### src/design/ipmd5_pkg.sv
// Shared types, constants and helper functions of the IPv4 packet MD5 identifier.
// Used by ipmd5_core and by the top level ip_packet_md5_identifier.
`timescale 1ns / 1ps
package ipmd5_pkg;

   // identifier layout
   localparam int IDENT_LEN        = 56;
   localparam int HEADER_ID_LEN    = 13;
   localparam int FIXED_HEADER_END = 20;
   localparam int PAYLOAD_LEN      = IDENT_LEN - HEADER_ID_LEN;
   localparam logic [3:0] IHL_MASK = 4'hf;

   // top level sequencer states
   typedef enum logic [2:0] {
      ST_COLLECT,
      ST_LOAD,
      ST_ROUND,
      ST_OUT
   } ipmd5_state_type;

   // hash core states
   typedef enum logic [1:0] {
      CS_IDLE,
      CS_RUN,
      CS_ADD
   } ipmd5_core_state_type;

   // control from the sequencer to the hash core
   typedef struct packed {
      logic       msg_we;
      logic [5:0] msg_idx;
      logic [7:0] msg_byte;
      logic       start;
      logic       init;
   } ipmd5_core_ctl_type;

   // md5 initial chaining values
   localparam logic [31:0] MD5_IV [4] = '{32'h67452301, 32'hefcdab89,
                                          32'h98badcfe, 32'h10325476};

   // md5 round constants
   localparam logic [31:0] MD5_K [64] = '{
      32'hd76aa478, 32'he8c7b756, 32'h242070db, 32'hc1bdceee,
      32'hf57c0faf, 32'h4787c62a, 32'ha8304613, 32'hfd469501,
      32'h698098d8, 32'h8b44f7af, 32'hffff5bb1, 32'h895cd7be,
      32'h6b901122, 32'hfd987193, 32'ha679438e, 32'h49b40821,
      32'hf61e2562, 32'hc040b340, 32'h265e5a51, 32'he9b6c7aa,
      32'hd62f105d, 32'h02441453, 32'hd8a1e681, 32'he7d3fbc8,
      32'h21e1cde6, 32'hc33707d6, 32'hf4d50d87, 32'h455a14ed,
      32'ha9e3e905, 32'hfcefa3f8, 32'h676f02d9, 32'h8d2a4c8a,
      32'hfffa3942, 32'h8771f681, 32'h6d9d6122, 32'hfde5380c,
      32'ha4beea44, 32'h4bdecfa9, 32'hf6bb4b60, 32'hbebfbc70,
      32'h289b7ec6, 32'heaa127fa, 32'hd4ef3085, 32'h04881d05,
      32'hd9d4d039, 32'he6db99e5, 32'h1fa27cf8, 32'hc4ac5665,
      32'hf4292244, 32'h432aff97, 32'hab9423a7, 32'hfc93a039,
      32'h655b59c3, 32'h8f0ccc92, 32'hffeff47d, 32'h85845dd1,
      32'h6fa87e4f, 32'hfe2ce6e0, 32'ha3014314, 32'h4e0811a1,
      32'hf7537e82, 32'hbd3af235, 32'h2ad7d2bb, 32'heb86d391};

   // md5 rotate amounts, indexed by {round group, round[1:0]}
   localparam logic [4:0] MD5_S [16] = '{5'd7, 5'd12, 5'd17, 5'd22,
                                         5'd5, 5'd9,  5'd14, 5'd20,
                                         5'd4, 5'd11, 5'd16, 5'd23,
                                         5'd6, 5'd10, 5'd15, 5'd21};

   // rotate left by a nonzero amount
   function automatic logic [31:0] rotl(input logic [31:0] x, input logic [4:0] s);
      logic [63:0] w;
      w = {x, x} << s;
      return w[63:32];
   endfunction

   // reverse byte order of a word
   function automatic logic [31:0] bswap(input logic [31:0] x);
      return {x[7:0], x[15:8], x[23:16], x[31:24]};
   endfunction

endpackage

### src/design/ipmd5_core.sv
// MD5 compression unit: 16-word block buffer, chaining words, sum-then-update rounds.
// Depends on ipmd5_pkg.
`timescale 1ns / 1ps
module ipmd5_core import ipmd5_pkg::*; (
   input  logic               clock,
   input  logic               reset,
   input  ipmd5_core_ctl_type ctl,
   output logic               done,
   output logic [127:0]       hash
);

   ipmd5_core_state_type cs_ff, cs_in;
   logic [5:0]  rnd_ff;
   logic        ph_ff;
   logic [31:0] msg_ff [16];
   logic [31:0] hash_ff [4];
   logic [31:0] a_ff, b_ff, c_ff, d_ff;
   logic [31:0] sum_ff;
   logic [3:0]  r;
   logic [3:0]  g;
   logic [31:0] f;
   logic [31:0] t;

   // state register
   always_ff @(posedge clock) begin
      if (reset) begin
         cs_ff <= CS_IDLE;
      end else begin
         cs_ff <= cs_in;
      end
   end

   // next state
   always_comb begin
      cs_in = cs_ff;
      case (cs_ff)
         CS_IDLE: begin
            if (ctl.start) cs_in = CS_RUN;
         end
         CS_RUN: begin
            if (ph_ff && rnd_ff == 6'd63) cs_in = CS_ADD;
         end
         CS_ADD: begin
            cs_in = CS_IDLE;
         end
         default: begin
            cs_in = CS_IDLE;
         end
      endcase
   end

   // message index and round function
   assign r = rnd_ff[3:0];
   always_comb begin
      case (rnd_ff[5:4])
         2'd0: begin
            g = r;
            f = (b_ff & c_ff) | (~b_ff & d_ff);
         end
         2'd1: begin
            g = 4'(r * 4'd5 + 4'd1);
            f = (d_ff & b_ff) | (~d_ff & c_ff);
         end
         2'd2: begin
            g = 4'(r * 4'd3 + 4'd5);
            f = b_ff ^ c_ff ^ d_ff;
         end
         default: begin
            g = 4'(r * 4'd7);
            f = c_ff ^ (b_ff | ~d_ff);
         end
      endcase
   end
   assign t = sum_ff + f;

   // round counter
   always_ff @(posedge clock) begin
      if (reset) begin
         rnd_ff <= '0;
         ph_ff  <= 1'b0;
      end else if (ctl.start) begin
         rnd_ff <= '0;
         ph_ff  <= 1'b0;
      end else if (cs_ff == CS_RUN) begin
         ph_ff <= ~ph_ff;
         if (ph_ff) rnd_ff <= rnd_ff + 6'd1;
      end
   end

   // block buffer, working words and chaining words
   always_ff @(posedge clock) begin
      if (ctl.msg_we) msg_ff[ctl.msg_idx[5:2]][{ctl.msg_idx[1:0], 3'b000} +: 8] <= ctl.msg_byte;
      if (ctl.start) begin
         if (ctl.init) begin
            hash_ff <= MD5_IV;
            a_ff    <= MD5_IV[0];
            b_ff    <= MD5_IV[1];
            c_ff    <= MD5_IV[2];
            d_ff    <= MD5_IV[3];
         end else begin
            a_ff <= hash_ff[0];
            b_ff <= hash_ff[1];
            c_ff <= hash_ff[2];
            d_ff <= hash_ff[3];
         end
      end else if (cs_ff == CS_RUN) begin
         if (!ph_ff) begin
            sum_ff <= a_ff + MD5_K[rnd_ff] + msg_ff[g];
         end else begin
            a_ff <= d_ff;
            d_ff <= c_ff;
            c_ff <= b_ff;
            b_ff <= b_ff + rotl(t, MD5_S[{rnd_ff[5:4], rnd_ff[1:0]}]);
         end
      end else if (cs_ff == CS_ADD) begin
         hash_ff[0] <= hash_ff[0] + a_ff;
         hash_ff[1] <= hash_ff[1] + b_ff;
         hash_ff[2] <= hash_ff[2] + c_ff;
         hash_ff[3] <= hash_ff[3] + d_ff;
      end
   end

   assign done = (cs_ff == CS_ADD);
   assign hash = {hash_ff[3], hash_ff[2], hash_ff[1], hash_ff[0]};

endmodule

### src/design/ip_packet_md5_identifier.sv
// Top level of the IPv4 packet MD5 identifier: byte collector, identifier memory, sequencer.
// Depends on ipmd5_pkg and ipmd5_core.
`timescale 1ns / 1ps
// The block takes one packet byte per cycle on the req side while collecting, except that a
// byte that lands both in a header field slot and in the payload window holds off the next
// byte while its second write is made, since the 56-byte identifier memory has a single
// write port. On the last byte the identifier is read out of memory into the hash core one
// 64-byte block at a time and hashed one MD5 round at a time, each block ending with the
// chaining add. Identifiers of 56 bytes take two blocks, shorter ones one. Bytes of the
// next packet are not taken while a digest is formed; a finished result waits in the rsp
// register while the next packet is collected.
module ip_packet_md5_identifier import ipmd5_pkg::*; (
   input  logic         clock,
   input  logic         reset,
   input  logic         req_tvalid,
   output logic         req_tready,
   input  logic [7:0]   req_tdata,   // packet_byte
   input  logic         req_tlast,   // last_byte
   output logic         rsp_tvalid,
   input  logic         rsp_tready,
   output logic [135:0] rsp_tdata,   // digest_high, digest_low, ident_length, zero fill
   output logic         rsp_tuser    // status
);

   ipmd5_state_type    state_ff, state_in;
   ipmd5_core_ctl_type core_ctl;
   logic               core_done;
   logic [127:0]       core_hash;

   logic [15:0] pos_ff, pos_in;
   logic [15:0] tlen_ff, tlen_in;
   logic [5:0]  hlen_ff, hlen_in;
   logic [7:0]  fb_ff [4];
   logic [7:0]  ident_mem [IDENT_LEN];
   logic [IDENT_LEN-1:0] valid_ff;
   logic [7:0]  rd_data_ff;
   logic [5:0]  rd_addr;
   logic        pend_ff;
   logic [5:0]  pend_addr_ff;
   logic [7:0]  pend_data_ff;
   logic        accept;
   logic        pos_ok;
   logic        case_hdr, case_tail;
   logic [15:0] win_start;
   logic [5:0]  win_cnt;
   logic [15:0] pl_off;
   logic        pl_hit;
   logic [5:0]  pl_idx;
   logic        hdr_hit;
   logic [5:0]  hdr_idx;
   logic        placing;
   logic        wr_en;
   logic [5:0]  wr_addr;
   logic [7:0]  wr_data;
   logic        pend_set;
   logic        status_ff;
   logic [5:0]  len_ff;
   logic        dbl_ff;
   logic        ovr_ff;
   logic        blk_ff;
   logic [6:0]  cnt_ff;
   logic [5:0]  g_lo;
   logic        in_ident, ovr_hit, pad_hit, tail_hit;
   logic        ld_mem_ff;
   logic [7:0]  ld_const_ff;
   logic [7:0]  ld_const;
   logic        out_load;
   logic        rsp_valid_ff;
   logic [135:0] rsp_data_ff;
   logic        rsp_user_ff;

   assign accept     = req_tvalid && req_tready;
   assign req_tready = (state_ff == ST_COLLECT) && !pend_ff;
   assign pos_ok     = (pos_ff != 16'hffff);

   // header fields as updated by this word
   always_comb begin
      tlen_in = tlen_ff;
      hlen_in = hlen_ff;
      pos_in  = pos_ff;
      if (accept && pos_ok) begin
         pos_in = pos_ff + 16'd1;
         if (pos_ff == 16'd0) hlen_in = {req_tdata[3:0] & IHL_MASK, 2'b00};
         if (pos_ff == 16'd2) tlen_in = {req_tdata, tlen_ff[7:0]};
         if (pos_ff == 16'd3) tlen_in = {tlen_ff[15:8], req_tdata};
      end
   end

   // payload window from total length and header length
   always_comb begin
      case_hdr  = {1'b0, tlen_in} >= 17'({11'd0, hlen_in} + PAYLOAD_LEN);
      case_tail = tlen_in >= 16'(FIXED_HEADER_END + PAYLOAD_LEN);
      if (case_hdr) begin
         win_start = {10'd0, hlen_in};
         win_cnt   = 6'(PAYLOAD_LEN);
      end else if (case_tail) begin
         win_start = tlen_in - 16'(PAYLOAD_LEN);
         win_cnt   = 6'(PAYLOAD_LEN);
      end else begin
         win_start = 16'(FIXED_HEADER_END);
         win_cnt   = (tlen_in > 16'(FIXED_HEADER_END))
                     ? 6'(tlen_in - 16'(FIXED_HEADER_END)) : 6'd0;
      end
   end

   assign pl_off = pos_ff - win_start;
   assign pl_hit = (pos_ff >= win_start) && (pl_off < {10'd0, win_cnt});
   assign pl_idx = 6'(HEADER_ID_LEN) + pl_off[5:0];

   // header field slots
   always_comb begin
      hdr_hit = 1'b1;
      hdr_idx = '0;
      case (pos_ff)
         16'd4:   hdr_idx = 6'd2;
         16'd5:   hdr_idx = 6'd3;
         16'd9:   hdr_idx = 6'd4;
         default: begin
            if (pos_ff >= 16'd12 && pos_ff <= 16'd19) hdr_idx = 6'(pos_ff - 16'd7);
            else hdr_hit = 1'b0;
         end
      endcase
   end

   assign placing = pos_ok && (pos_ff >= 16'd4) && (pos_ff < tlen_ff);

   // identifier memory write port
   always_comb begin
      wr_en    = 1'b0;
      wr_addr  = '0;
      wr_data  = req_tdata;
      pend_set = 1'b0;
      if (pend_ff) begin
         wr_en   = 1'b1;
         wr_addr = pend_addr_ff;
         wr_data = pend_data_ff;
      end else if (accept && pos_ok) begin
         if (pos_ff == 16'd2 || pos_ff == 16'd3) begin
            wr_en   = 1'b1;
            wr_addr = 6'(pos_ff - 16'd2);
         end else if (placing && hdr_hit) begin
            wr_en    = 1'b1;
            wr_addr  = hdr_idx;
            pend_set = pl_hit;
         end else if (placing && pl_hit) begin
            wr_en   = 1'b1;
            wr_addr = pl_idx;
         end
      end
   end

   // identifier memory
   always_ff @(posedge clock) begin
      if (wr_en) ident_mem[wr_addr] <= wr_data;
      rd_data_ff <= ident_mem[rd_addr];
   end

   // second write of a word that hits both a header slot and the window
   always_ff @(posedge clock) begin
      if (reset) begin
         pend_ff <= 1'b0;
      end else begin
         pend_ff <= pend_set;
      end
      if (pend_set) begin
         pend_addr_ff <= pl_idx;
         pend_data_ff <= req_tdata;
      end
   end

   // packet tracking; written marks read back as zero when clear
   always_ff @(posedge clock) begin
      if (reset || out_load) begin
         pos_ff   <= '0;
         tlen_ff  <= '0;
         hlen_ff  <= '0;
         valid_ff <= '0;
         fb_ff    <= '{default: 8'd0};
      end else begin
         pos_ff  <= pos_in;
         tlen_ff <= tlen_in;
         hlen_ff <= hlen_in;
         if (wr_en) valid_ff[wr_addr] <= 1'b1;
         if (accept && pos_ok && pos_ff < 16'd4) fb_ff[pos_ff[1:0]] <= req_tdata;
      end
   end

   // result facts taken at the last word
   always_ff @(posedge clock) begin
      if (accept && req_tlast) begin
         status_ff <= (pos_in < tlen_in) || (pos_in < 16'(FIXED_HEADER_END));
         len_ff    <= 6'(HEADER_ID_LEN) + win_cnt;
         dbl_ff    <= (6'(HEADER_ID_LEN) + win_cnt) == 6'(IDENT_LEN);
         ovr_ff    <= case_hdr && (hlen_in == 6'd0);
      end
   end

   // byte source for block readout
   assign g_lo     = cnt_ff[5:0];
   assign in_ident = !blk_ff && (g_lo < len_ff);
   assign ovr_hit  = in_ident && ovr_ff && (g_lo >= 6'd13) && (g_lo <= 6'd16);
   assign pad_hit  = !blk_ff && (g_lo == len_ff);
   assign tail_hit = (blk_ff == dbl_ff);
   assign rd_addr  = (g_lo < 6'(IDENT_LEN)) ? g_lo : 6'd0;
   always_comb begin
      ld_const = 8'd0;
      if (ovr_hit) ld_const = fb_ff[2'(g_lo - 6'd13)];
      else if (pad_hit) ld_const = 8'h80;
      else if (!in_ident && tail_hit && g_lo == 6'd56) ld_const = {len_ff[4:0], 3'b000};
      else if (!in_ident && tail_hit && g_lo == 6'd57) ld_const = {7'd0, len_ff[5]};
   end

   // readout pipeline and block counter
   always_ff @(posedge clock) begin
      if (reset) begin
         cnt_ff <= '0;
         blk_ff <= 1'b0;
      end else if (state_ff == ST_COLLECT) begin
         cnt_ff <= '0;
         blk_ff <= 1'b0;
      end else if (state_ff == ST_LOAD && !pend_ff) begin
         cnt_ff <= cnt_ff + 7'd1;
      end else if (state_ff == ST_ROUND && core_done) begin
         cnt_ff <= '0;
         blk_ff <= 1'b1;
      end
      ld_mem_ff   <= in_ident && !ovr_hit && valid_ff[rd_addr];
      ld_const_ff <= ld_const;
   end

   // core control
   always_comb begin
      core_ctl.msg_we   = (state_ff == ST_LOAD) && !pend_ff && (cnt_ff != 7'd0);
      core_ctl.msg_idx  = 6'(cnt_ff - 7'd1);
      core_ctl.msg_byte = ld_mem_ff ? rd_data_ff : ld_const_ff;
      core_ctl.start    = (state_ff == ST_LOAD) && !pend_ff && (cnt_ff == 7'd64);
      core_ctl.init     = !blk_ff;
   end

   ipmd5_core u_core (
      .clock (clock),
      .reset (reset),
      .ctl   (core_ctl),
      .done  (core_done),
      .hash  (core_hash)
   );

   // state register
   always_ff @(posedge clock) begin
      if (reset) begin
         state_ff <= ST_COLLECT;
      end else begin
         state_ff <= state_in;
      end
   end

   // next state
   assign out_load = (state_ff == ST_OUT) && (!rsp_valid_ff || rsp_tready);
   always_comb begin
      state_in = state_ff;
      case (state_ff)
         ST_COLLECT: begin
            if (accept && req_tlast) state_in = ST_LOAD;
         end
         ST_LOAD: begin
            if (core_ctl.start) state_in = ST_ROUND;
         end
         ST_ROUND: begin
            if (core_done) state_in = (!blk_ff && dbl_ff) ? ST_LOAD : ST_OUT;
         end
         ST_OUT: begin
            if (out_load) state_in = ST_COLLECT;
         end
         default: begin
            state_in = ST_COLLECT;
         end
      endcase
   end

   // result register
   always_ff @(posedge clock) begin
      if (reset) begin
         rsp_valid_ff <= 1'b0;
      end else if (out_load) begin
         rsp_valid_ff <= 1'b1;
      end else if (rsp_tready) begin
         rsp_valid_ff <= 1'b0;
      end
      if (out_load) begin
         rsp_data_ff <= {2'b00, len_ff,
                         bswap(core_hash[95:64]), bswap(core_hash[127:96]),
                         bswap(core_hash[31:0]), bswap(core_hash[63:32])};
         rsp_user_ff <= status_ff;
      end
   end

   assign rsp_tvalid = rsp_valid_ff;
   assign rsp_tdata  = rsp_data_ff;
   assign rsp_tuser  = rsp_user_ff;

   // checks
   a_ready_only_collect: assert property (@(posedge clock) disable iff (reset)
      req_tready |-> (state_ff == ST_COLLECT) && !pend_ff)
      else $error("req_tready outside collect");
   a_pend_one_cycle: assert property (@(posedge clock) disable iff (reset)
      pend_ff |=> !pend_ff)
      else $error("second write held more than one cycle");
   a_done_in_round: assert property (@(posedge clock) disable iff (reset)
      core_done |-> state_ff == ST_ROUND)
      else $error("hash core finished outside round state");
   a_start_after_load: assert property (@(posedge clock) disable iff (reset)
      core_ctl.start |=> state_ff == ST_ROUND)
      else $error("core start without round state");

endmodule

### config.mk
export PLATFORM = sky130hd
export DESIGN_NAME = ip_packet_md5_identifier
export DESIGN_NICKNAME = d
export VERILOG_FILES = /design/src/design/ipmd5_pkg.sv /design/src/design/ipmd5_core.sv /design/src/design/ip_packet_md5_identifier.sv
export SDC_FILE = /design/constraint.sdc
export NUM_CORES = 2
export LEC_CHECK = 0
export BUFFER_PORTS_ARGS = -buffer_cell sky130_fd_sc_hd__buf_4
export CORE_MARGIN = 10
export CORE_UTILIZATION = 45
export CTS_BUF_LIST = sky130_fd_sc_hd__clkbuf_8 sky130_fd_sc_hd__clkbuf_16
export DETAILED_ROUTE_END_ITERATION = 6
export GPL_TIMING_DRIVEN = 0
export SETUP_SLACK_MARGIN = 0.15
export SLEW_MARGIN = 20
export SYNTH_ARGS = -nofsm -noshare
export SYNTH_HDL_FRONTEND = slang
export SYNTH_HIERARCHICAL = 1
export SYNTH_SLANG_ARGS = --single-unit
### constraint.sdc
create_clock -name clock -period 8.3 [get_ports clock]
set_clock_uncertainty 0.1 [all_clocks]
set_input_delay 0.415 -clock clock [delete_from_list [all_inputs] [get_ports clock]]
set_output_delay 0.415 -clock clock [all_outputs]
set_load 0.03 [all_outputs]
==> impl_metrics.toml <==
[placed_design]
buffer_ports.inserted = 149
pre_cts_ws_ns = -3.94
dpl-instance-area_um2 = 87500
routabilityCongestion = 0.978
place_inst = 9563
dpl.hpwl_um = 211000

[floorplanning]
die_w_um = 449
start_util_pct = 45.2
die_h_um = 449
die_area_um2 = 201000
fp.coreArea_um2 = 183000
ios = 152
placement_rows = 157

[logic_synthesis]
muxShareOfSynthArea_pct = 8.44
synth-compound-area-share_pct = 13.6
syn_area_per_cell_um2 = 11.9
synth-seq-area-share_pct = 55.0
syn_area_um2 = 82700
synth_flop_cell = "edfxtp_1"
synth-xor-area-share_pct = 2.85
yosys_warnings = 6
synthArstFlopShare_pct = 0
synth_top_family_by_area = "compound AO/OA/AOI/OAI gates"
synth-simple-area-share_pct = 11.0
yosysUniqueCellTypes = 100
synth_seq_cells = 1570
synthAdderAreaFrac_pct = 6.23
synth_edf_count = 1406
synthCells = 6923

[min_path]
hold_class = "input port to flip-flop"
hold_depth = 5
min_from = "rsp_tready"
hold_path_end = "state_ff[0]"

[cts]
cts_tree = "built"
insertion_delay_ns = 0.84
htreeDepth = 4
clk_path_buf_depth = 3
cts.reportedPaths.clkPinSlew_ns = 0.06
numCtsBuffers = 169
clock_sinks = 1570
clockRootBuffer = "clkbuf_16"

[drt]
drt_wl_total_um = 290000
first_pass_iters = 7
ant_nets = 0
dr_total_vias = 62500
drt_iter0_drc = 7505
wire_per_inst_um = 28.8
drc = 3
via_per_inst = 6.21

[sta]
drv_slew = 0
worstMarginPinSlew_ns = 1.20
setup_ws_ns = 0.177
grt_setup_unrepaired = "yes"
fmax_mhz = 123
finalSetupViolCount = 0
period_minus_slack_ns = 8.12
period_share_pct = 97.9
slew_headroom_pct = 20.1
finalHoldViolations = 0

[cells_and_area]
fin_area_um2 = 98200
final_cells = 10100
syn_to_final_growth_pct = 18.7
drive_above_1_share_pct = 18.3
nFillCells = 15500
postLayoutCoreUtil_pct = 53.7
num-nets-final = 7860

[setup_path]
reg2reg_to = "ident_mem[32][7]"
crit_required_ns = 8.70
critical_path_class = "flip-flop to flip-flop"
worst_path_max_delay_cell = "or4b_4"
slowest_delay_ns = 0.56
worstRegToRegCells = 35
critPathLaunchType = "flip-flop"
cp_top_family = "simple AND/OR/NAND/NOR gates"
rr_startpoint = "pos_ff[6]"
worst-path-buf-inv = 5
critical_path_arrival_ns = 8.52
end_kind = "flip-flop"
r2r_slack_ns = 0.18
critPathMaxFanout = 8

[grt]
globalRouteOverflowTotal = 0
grt_pass1_vias = 60100
grt_pass1_wl_um = 415000
antenna_found_initial = 7
grt_start_max_net_pins = 86
grt_usage_pct = 27.5

[pwr]
seq_power_share_pct = 50.8
combPwrFrac_pct = 3.2
power.switching_mw = 3.67
power_mw = 16.9
clockPowerShare_pct = 46.0
switching_share_pct = 21.8
cell_internal_pwr_mw = 13.2
leakagePower_nw = 35.7
ir_drop_uv = 217
powerDensity_nw_per_um2 = 172

[outcome]
outcome = "complete, but fails checks"
violations = "design-rule violations"

[flow_run]
cap_violations = 0
-- flip-flops by register name (all words and copies together) (netlist names), 7 cells and up --
register / cells
cnt_ff: 7
valid_ff: 56
ld_const_ff: 8
fb_ff: 32
pos_ff: 16
u_core/d_ff: 32
u_core/b_ff: 32
u_core/msg_ff: 512
u_core/c_ff: 32
rd_data_ff: 8
u_core/hash: 128
rsp_tdata: 134
tlen_ff: 16
u_core/a_ff: 32
u_core/sum_ff: 32
pend_data_ff: 8
ident_mem: 448
-- cell type report --
| class | instances | area [µm²] | area share [%] |
|---|---|---|---|
| Antenna cell | 6 | 15.0 | 0.0153 |
| Buffer | 373 | 2280 | 2.33 |
| Clock buffer | 171 | 4280 | 4.36 |
| Clock inverter | 137 | 1460 | 1.49 |
| Inverter | 228 | 865 | 0.881 |
| Multi-Input combinational cell | 4761 | 37200 | 37.9 |
| Sequential cell | 1570 | 45600 | 46.4 |
| Tap cell | 2464 | 3080 | 3.14 |
| Timing Repair Buffer | 358 | 3440 | 3.50 |
-- through the flow --
stage | setup TNS [ns] | hold slack [ns]
2_1_floorplan | 0 | 0.300
3_3_place_gp | -2159.42 | 0.306
3_5_place_dp | -1218.30 | 0.315
4_1_cts | -0.00583 | 0.0503
5_1_grt | -9.15 | 0.0962
6_report | 0 | 0.0749
-- cells in the mapped netlist (140+ instances only) --
cell type | count | area, µm²
a21oi_1 | 458 | 2290
clkbuf_1 | 289 | 1080
dfxtp_1 | 164 | 3280
edfxtp_1 | 1406 | 42200
ha_1 | 343 | 4290
inv_1 | 222 | 833
mux4_2 | 216 | 4860
nand2_1 | 653 | 2450
nor2_1 | 514 | 1930
nor3_1 | 162 | 811
o21ai_0 | 372 | 1860
xnor2_1 | 140 | 1230
-- layer usage --
layer  global-route usage (%)  up-vias  share of wire (%)
met3                     4.95      691                8.6
met4                     12.9        6                5.7
met2                     43.7     3155                 46
met5                        0        -              0.012
li1                         -    27500                  -
met1                     36.5    31200                 40
-- how the worst max path moves through the flow --
stage,start,endpoint,depth (start not counted)
finish,pos_ff[6],ident_mem[32][7],35
global route,pos_ff[2],ident_mem[32][7],35
CTS,u_core/rnd_ff[4],u_core/b_ff[31],37
detailed placement,u_core/rnd_ff[4],u_core/b_ff[31],33
global placement,u_core/rnd_ff[4],u_core/b_ff[31],33
floorplan,state_ff[1],ident_mem[38][0],37
-- cell families (layout without fill, tap and decap cells) --
kind of cell | count (synthesis) | count (layout)
simple gates | 1950 | 1950
compound gates | 1728 | 1728
flops | 1570 | 1570
buf+inv | 601 | 1267
mux | 417 | 417
fa+ha+maj | 386 | 386
xor+xnor | 269 | 269
other cells | 2 | 17
-- power groups by stage --
stage	Clock (mW)	Sequential [mW]	Combinational (mW)
after floorplan	0	8.73	0.276
after global placement	0	8.74	0.422
after detailed placement	0	8.74	0.432
after CTS	7.86	8.57	0.507
after global routing	8.18	8.56	0.581
final	7.75	8.56	0.544
-- worst register-to-register path, delay by kind of cell (launching register included) --
kind / cells / cell delay [ns]
adder cells (fa/ha/maj): 3 / 0.76
AO/OA/AOI/OAI: 12 / 2.67
XOR/XNOR: 2 / 0.39
buffers and inverters: 5 / 0.75
flip-flops: 1 / 0.39
AND/OR/NAND/NOR: 13 / 2.73
-- layout by cell type, fill, tap and decap left out, types with 41 or more instances in the layout --
master / synthesis / routed
nand2_1: 653 / 638
nor2b_1: 51 / 49
o21a_1: 62 / 61
a211oi_1: 103 / 100
mux2_2: 78 / 67
xnor2_1: 140 / 139
inv_1: 222 / 247
or3_1: 66 / 63
a31oi_1: 89 / 60
dfxtp_1: 164 / 145
edfxtp_1: 1406 / 1406
o211ai_1: 77 / 77
nor2_1: 514 / 451
buf_12: 0 / 43
mux2i_1: 122 / 110
o22ai_1: 48 / 46
fa_1: 43 / 41
a21o_1: 112 / 112
nand2b_1: 47 / 45
ha_1: 343 / 319
o22a_1: 51 / 50
o21ai_0: 372 / 329
nor3_1: 162 / 150
a22o_1: 52 / 51
xor2_1: 129 / 124
a21oi_1: 458 / 433
nand4_1: 51 / 51
nor2_4: 0 / 56
mux4_2: 216 / 216
clkbuf_16: 0 / 185
buf_4: 3 / 291
and2_1: 97 / 94
clkbuf_1: 289 / 211
nand3_1: 127 / 120
-- what timing repair did --
action,in CTS,in global routing
pin swaps,81,109
resized for setup,541,231
setup endpoints to repair,581,529
endpoints found under the hold margin,18,0
hold buffers,10,0
buffers inserted,81,96
cloned,0,4
(Power assumes the default switching activity.)
